[src/sv/xfp_pkg.sv]
// ----------------------------------------------------------------------------
// xfp_pkg
// Shared constants, result codes and controller/datapath link types for the
// XOR partner frame pairing block.
// ----------------------------------------------------------------------------
package xfp_pkg;

  localparam int TABLE_ENTRIES = 64;
  localparam int IDX_W         = $clog2(TABLE_ENTRIES);
  localparam int CNT_W         = IDX_W + 1;
  localparam int FRAME_BITS    = 36;
  localparam int FIELD_W       = 36;
  localparam int AGE_W         = 16;
  localparam int PB_W          = 5;
  localparam int TB_W          = 6;
  localparam int CFG_IDX_W     = 1;
  localparam int CFG_DATA_W    = 6;
  localparam int STAT_W        = 3;

  localparam logic [CFG_IDX_W-1:0] CFG_PG_SHIFT = 1'b0;
  localparam logic [CFG_IDX_W-1:0] CFG_PAIR_BIT = 1'b1;

  localparam logic [PB_W-1:0] PG_SHIFT_RST = 5'd12;
  localparam logic [TB_W-1:0] PAIR_BIT_RST = 6'd13;

  localparam logic [STAT_W-1:0] STAT_STORED      = 3'd0;
  localparam logic [STAT_W-1:0] STAT_PAIRED      = 3'd1;
  localparam logic [STAT_W-1:0] STAT_NOT_PRESENT = 3'd2;
  localparam logic [STAT_W-1:0] STAT_BAD_CONFIG  = 3'd3;
  localparam logic [STAT_W-1:0] STAT_FULL        = 3'd4;
  localparam logic [STAT_W-1:0] STAT_CLEARED     = 3'd5;

  typedef struct packed {
    logic load;
    logic scan;
    logic commit;
  } cmd_t;

  typedef struct packed {
    logic quick;
    logic scan_done;
    logic out_free;
  } sts_t;

endpackage

[src/sv/xfp_ctrl.sv]
// ----------------------------------------------------------------------------
// xfp_ctrl
// Sequencer: accept a word, run the table scan, commit the outcome.
// ----------------------------------------------------------------------------
module xfp_ctrl (
  input  logic          clk,
  input  logic          rst,
  input  logic          in_valid,
  output logic          in_ready,
  input  xfp_pkg::sts_t sts,
  output xfp_pkg::cmd_t cmd
);
  import xfp_pkg::*;

  localparam logic [1:0] S_IDLE = 2'd0;
  localparam logic [1:0] S_SCAN = 2'd1;
  localparam logic [1:0] S_FIN  = 2'd2;

  logic [1:0] state;
  logic [1:0] state_next;

  assign in_ready   = (state == S_IDLE);
  assign cmd.load   = in_valid && in_ready;
  assign cmd.scan   = (state == S_SCAN);
  assign cmd.commit = (state == S_FIN) && sts.out_free;

  always_comb begin
    state_next = state;
    case (state)
      S_IDLE: begin
        if (cmd.load) state_next = S_SCAN;
      end
      S_SCAN: begin
        if (sts.quick || sts.scan_done) state_next = S_FIN;
      end
      S_FIN: begin
        if (cmd.commit) state_next = S_IDLE;
      end
      default: state_next = S_IDLE;
    endcase
  end

  always_ff @(posedge clk) begin
    if (rst) state <= S_IDLE;
    else state <= state_next;
  end

endmodule

[config.mk]
export PLATFORM = sky130hd
export DESIGN_NAME = xfp_ctrl
export DESIGN_NICKNAME = d
export VERILOG_FILES = /design/src/sv/xfp_pkg.sv /design/src/sv/xfp_ctrl.sv
export SDC_FILE = /design/constraint.sdc
export NUM_CORES = 1
export LEC_CHECK = 0
export BUFFER_PORTS_ARGS = -buffer_cell sky130_fd_sc_hd__buf_2
export CAP_MARGIN = 30
export CORE_AREA = 8 8 45 47
export CTS_BUF_LIST = sky130_fd_sc_hd__clkbuf_16
export CTS_CLUSTER_SIZE = 8
export DETAILED_ROUTE_END_ITERATION = 8
export DIE_AREA = 0 0 53 55
export HOLD_SLACK_MARGIN = 0.06
export PLACE_DENSITY = 0.3
export SLEW_MARGIN = 15
export SYNTH_ARGS = -nofsm -noshare
export SYNTH_HDL_FRONTEND = slang
export SYNTH_SLANG_ARGS = --single-unit
[constraint.sdc]
create_clock -name clk -period 2.4 [get_ports clk]
set_clock_uncertainty 0.15 [all_clocks]
set_input_delay 0.24 -clock clk [delete_from_list [all_inputs] [get_ports clk]]
set_output_delay 0.24 -clock clk [all_outputs]
set_load 0.01 [all_outputs]
==> results.txt, run 1 <==
Post-DRT Antenna Nets - 0
CTS Buf Count - 3
Clock sink count - 2
Crit Path Category - flip-flop to output pin
Clock Pin Slew Worst Setup and Hold Paths - 0.03 ns
Reg with most FFs - state
Rows - 14
RSZ-0062 raised after global routing - no
GRT Util Overall - 3.60%
Largest stage delay, worst path - 0.38 ns
Sequential share of the synthesized area - 38.6%
Number of global-route vias before repair - 152
Gr ovfl total - 0
Post-layout min period - 1.36 ns
CP Depth - 3
Fraction of layout cells with a size suffix above 1 - 50.0%
Routability Congestion - 0.565
Slew Limit Fails - 0
Setup TNS Final - 0 ns
Synthesized cell area - 104 um^2
Final hold viol count - 0
IO Count - 10
Syn Inst Count - 13
Die ar. - 2920 um^2
Hold Crit Class - input port to flip-flop
Initial antenna violation count - 0
Post-synth cell types - 10
Setup Buffers After CTS - 0
Mapped Avg Cell Area - 7.99 um^2
Most frequent cells in the layout - 9 x buf_2, 3 x nor2_1, 3 x clkbuf_16
Leading area contributor after synthesis - dfxtp_1
GR Util met1 - 3.78%
Final wirelength - 413 um
Cell family with most CP delay - flip-flops
Register bit total from synthesis - 2
Root Buffer - clkbuf_16
Period utilization - 56.6%
Syn_nets - 19
Iter 0 DRT Violations - 1
Post_cts resized - 0
PnR Total Power - 0.313 mW
Core area - 1380 um^2
Outcome - complete, no violations
Pin count of the biggest net entering global routing - 6
Diode count - 0
Worst-Skew Late Latency - 0.22 ns
Top-area cell type share of the netlist area - 38.6%
Hold path depth - 3
Max FFs per register - 2
M3 GR Usage - 4.01%
Peak-usage layer in the global routing report - met4
DRC violations left - 0
H-tree lvl count - 1
Crit-path slowest cell - dfxtp_1
Slew margin rel. - 90.1%
Worst reg-to-reg path cell count - 2
Tightest Pin Transition - 0.146 ns
Crit path launch type - flip-flop
Cell Pwr Density - 1230 nW/um^2
Endpoints failing setup - 0
Met2 usage - 2.73%
Cts hold-fix bufs - 1
Vias per cell - 3.19
Most common cell after layout, fill and taps aside - buf_2
TritonRoute pass-1 iters - 2
First-pass GRT wire length - 621 um
Area delta synth->final - 145%
Die height - 55 um
Max-cap viol count - 0
Required time of the critical path - 2.01 ns
Filler cell count - 149
CTS tree - yes
Largest regs - state x2
# nets final - 34
CP endpoint kind - output pin
Synthesis warning total - 0
Clk buf depth - 2
CP Max Fanout - 5
Die Wd - 53 um
Buf+Inv Stages, Crit Path - 1
Leak - 0.118 nW
Peak supply drop - 0.437 mV
Initial Utilization - 7.50%
Max Clock Freq - 737 MHz
WL per Instance - 9.83 um
Port Buf Inserts - 9
Crit path cell chain - nor2_1 > and2_1 > buf_2
Top cells by area, synth - dfxtp_1 39%, nor2_1 11%, mux2i_1 9.6%, and2b_2 8.4%, or3b_1 8.4%
Dpl hpwl - 332 um
CP arrival - 0.97 ns
Vias - 134
through the flow:
| step | worst slack (ns) | instances | area (um^2) | utilization [%] | hold WS, ns |
|---|---|---|---|---|---|
| finish | 1.04 | 42 | 254 | 18.4 | 0.153 |
| global route | 0.990 | 42 | 254 | 18.4 | 0.184 |
| CTS | 1.03 | 42 | 254 | 18.4 | 0.151 |
| detailed placement | 1.27 | 38 | 169 | 12.2 | 0.265 |
| global placement | 1.26 | 38 | 169 | 12.2 | 0.271 |
| floorplan | 1.28 | 13 | 104 | - | 0.159 |
power by group:
group	total, mW	internal, mW	switching [mW]
clock	0.252	0.212	0.0397
sequential	0.0383	0.0358	0.00251
combinational	0.0227	0.0121	0.0106
total	0.313	0.260	0.0528
logic make-up after synthesis:
group,share of synthesized area (%)
flip-flops,38.6
AO/OA/AOI/OAI,9.63
AND/OR/NAND/NOR,42.2
multiplexers,9.64
routing by layer:
metal	wire length, um	part of all wire [%]	vias to the layer above
li1	-	-	70
met4	11	2.7	0
met3	54	13	2
met1	236	57	50
met2	111	27	12
met5	0	0	-
worst register-to-register path: stages, from the launching register on:
cell and delay [ns]:
dfxtp_1 0.37, or3b_1 0.36, a21oi_1 0.12
final timing paths:
path	startpoint	end	slack [ns]
max	state[0]$_SDFFE_PP0P_	cmd[2]	1.04
min reg2reg	state[1]$_SDFFE_PP0P_	state[0]$_SDFFE_PP0P_	0.34
max reg2reg	state[1]$_SDFFE_PP0P_	state[1]$_SDFFE_PP0P_	1.34
min	sts[0]	state[1]$_SDFFE_PP0P_	0.15
layout make-up:
| class | instances | area [um^2] | area share [%] |
|---|---|---|---|
| clock buffers | 3 | 75.1 | 29.6 |
| multi-input cells | 11 | 63.8 | 25.1 |
| flip-flops and latches | 2 | 40.0 | 15.8 |
| repair buffers | 10 | 55.1 | 21.7 |
| well taps | 16 | 20.0 | 7.88 |
synthesized netlist by cell type:
cell / instances
nor3_1: 1
and2_1: 1
and2b_2: 1
a21oi_1: 1
or3b_1: 1
nand2_1: 1
o21ai_0: 1
dfxtp_1: 2
nor2_1: 3
mux2i_1: 1
Power figures use the tool's default switching activity.
==> run 2: changes to the inputs <==
clock period = 1.13 ns   (was 2.4 ns; I/O delays follow)
==> run 2 against run 1 <==
Net effect: highest routed layer is now met3; largest power group unchanged; routed wire length fell by 2.9%; critical path depth fell by 1; the flow now finishes with violations (setup timing); sequential share of layout area fell by 0.31 points.
==> results.txt, run 2 (same netlist as run 1, synthesis figures left out) <==
Hold worst-path end - state[1]$_SDFFE_PP0P_
Reg2reg start - state[0]$_SDFFE_PP0P_
Fraction of layout cells with a size suffix above 1 - 66.7% (+17 points)
Hold path depth - 3 (unchanged)
Placed instance count - 38 (unchanged)
Core area - 1380 um^2 (unchanged)
Reg-to-Reg End - state[1]$_SDFFE_PP0P_
Max-cap viol count - 0 (unchanged)
Pin count of the biggest net entering global routing - 6 (unchanged)
Failing checks - setup timing
Diode count - 0 (unchanged)
Worst Setup SP - state[1]$_SDFFE_PP0P_
IO Count - 10 (unchanged)
Non-filler cells in the finished layout - 43 (+2.4%)
Slew Limit Fails - 0 (unchanged)
DRC violations left - 0 (unchanged)
# nets final - 35 (+2.9%)
Number of global-route vias before repair - 145 (-4.6%)
Post-DRT Antenna Nets - 0 (unchanged)
First-pass GRT wire length - 558 um (-10%)
H-tree lvl count - 1 (unchanged)
Most common cell after layout, fill and taps aside - buf_2
Cell Pwr Density - 2410 nW/um^2 (+96%)
Outcome - finished with violations
Setup TNS Final - -0.0895 ns (-0.0895 ns)
R2R Setup Slk - 0.06 ns (-1.28 ns)
Port Buf Inserts - 9 (unchanged)
Area post-placement - 169 um^2 (unchanged)
Final core utilization - 19.9% (+1.5 points)
Place WS - 0.0634 ns (-1.21 ns)
Vias per cell - 3.16 (-0.87%)
Leak - 0.123 nW (+4.8%)
GRT Util Overall - 2.95% (-0.65 points)
Crit path launch type - flip-flop
Gr ovfl total - 0 (unchanged)
Endpoints failing setup - 3 (+3)
Final wirelength - 401 um (-2.9%)
WL per Instance - 9.33 um (-5.2%)
Slew margin rel. - 89.0% (-1.1 points)
Required time of the critical path - 0.87 ns (-1.14 ns)
Largest regs - state x2
PnR Total Power - 0.664 mW (+110%)
Worst reg-to-reg path cell count - 2 (unchanged)
Worst-Skew Late Latency - 0.22 ns (about the same)
Fin area - 275 um^2 (+8.4%)
Die Wd - 53 um (unchanged)
Peak supply drop - 1.12 mV (+160%)
CP arrival - 0.91 ns (-0.06 ns)
Tightest Pin Transition - 0.163 ns (+0.0166 ns)
Period utilization - 104%
Post-layout min period - 1.18 ns
Dpl hpwl - 326 um (-1.7%)
Worst Hold Slack - 0.0376 ns (-0.115 ns)
Clock sink count - 2 (unchanged)
Routability Congestion - 0.575 (+1.8%)
Die height - 55 um (unchanged)
Most frequent cells in the layout - 8 x buf_2, 3 x clkbuf_16, 2 x nor2_2, 2 x dfxtp_2
Crit-path slowest cell - dfxtp_2
Initial Utilization - 7.50% (unchanged)
CP Max Fanout - 5 (unchanged)
Hold Crit Class - input port to flip-flop
Setup WS post-layout - -0.0479 ns (-1.09 ns)
Area delta synth->final - 165%
Max FFs per register - 2 (unchanged)
Hold path start - sts[0]
Max Clock Freq - 849 MHz
CTS Buf Count - 3 (unchanged)
Largest stage delay, worst path - 0.34 ns (-0.04 ns)
Reg with most FFs - state
CP endpoint kind - output pin
Rows - 14 (unchanged)
Vias - 136 (+1.5%)
TritonRoute pass-1 iters - 2 (unchanged)
Crit Path Category - flip-flop to output pin
Initial antenna violation count - 0 (unchanged)
Die ar. - 2920 um^2 (unchanged)
Clk buf depth - 2 (unchanged)
Root Buffer - clkbuf_16
Final hold viol count - 0 (unchanged)
Cts hold-fix bufs - 1 (unchanged)
Crit path cell chain - and2b_2 > buf_6
RSZ-0062 raised after global routing - yes
Clock Pin Slew Worst Setup and Hold Paths - 0.03 ns (about the same)
Iter 0 DRT Violations - 2 (+1)
CTS tree - yes
-- run 2: what timing repair did --
item | CTS | global route
pin swaps | 2 | 2
buffers inserted | 0 | 1
endpoints found under the setup margin | 3 | 3
endpoints found under the hold margin | 2 | 1
gates resized for setup | 4 | 1
-- run 2: worst max-delay path by stage --
stage                                  to  slack, ns
finish                             cmd[1]      -0.05
global route                       cmd[2]      -0.08
CTS                                cmd[1]      -0.05
detailed placement  state[1]$_SDFFE_PP0P_       0.06
global placement    state[1]$_SDFFE_PP0P_       0.08
floorplan           state[1]$_SDFFE_PP0P_       0.12
-- run 2: layout make-up --
class / count / area, um^2
Tap cell: 16 / 20.0
Fill cell: 152 / 1110
Multi-Input combinational cell: 11 / 68.8
Sequential cell: 2 / 42.5
Clock buffer: 3 / 75.1
Timing Repair Buffer: 11 / 68.8
-- run 2: worst max-delay path, delay by kind of cell, from the launching register on --
family                 cells  cell delay, ns
buffers and inverters      1            0.12
flip-flops                 1            0.34
AND/OR/NAND/NOR            1            0.24
-- run 2: per-layer routing --
layer  up-vias  global-route usage, %  part of all wire [%]
met1        53                   3.63                    61
met4         0                   2.59                     0
met2        10                   1.95                    24
met5         -                      0                     0
met3         0                   3.74                    14
li1         73                      -                     -
-- run 2: power breakdown --
group | internal [mW] | switching, mW | leakage (nW)
clock network | 0.449 | 0.0720 | 0.0370
logic | 0.0342 | 0.0244 | 0.0693
registers | 0.0770 | 0.00645 | 0.0172
total | 0.561 | 0.103 | 0.123
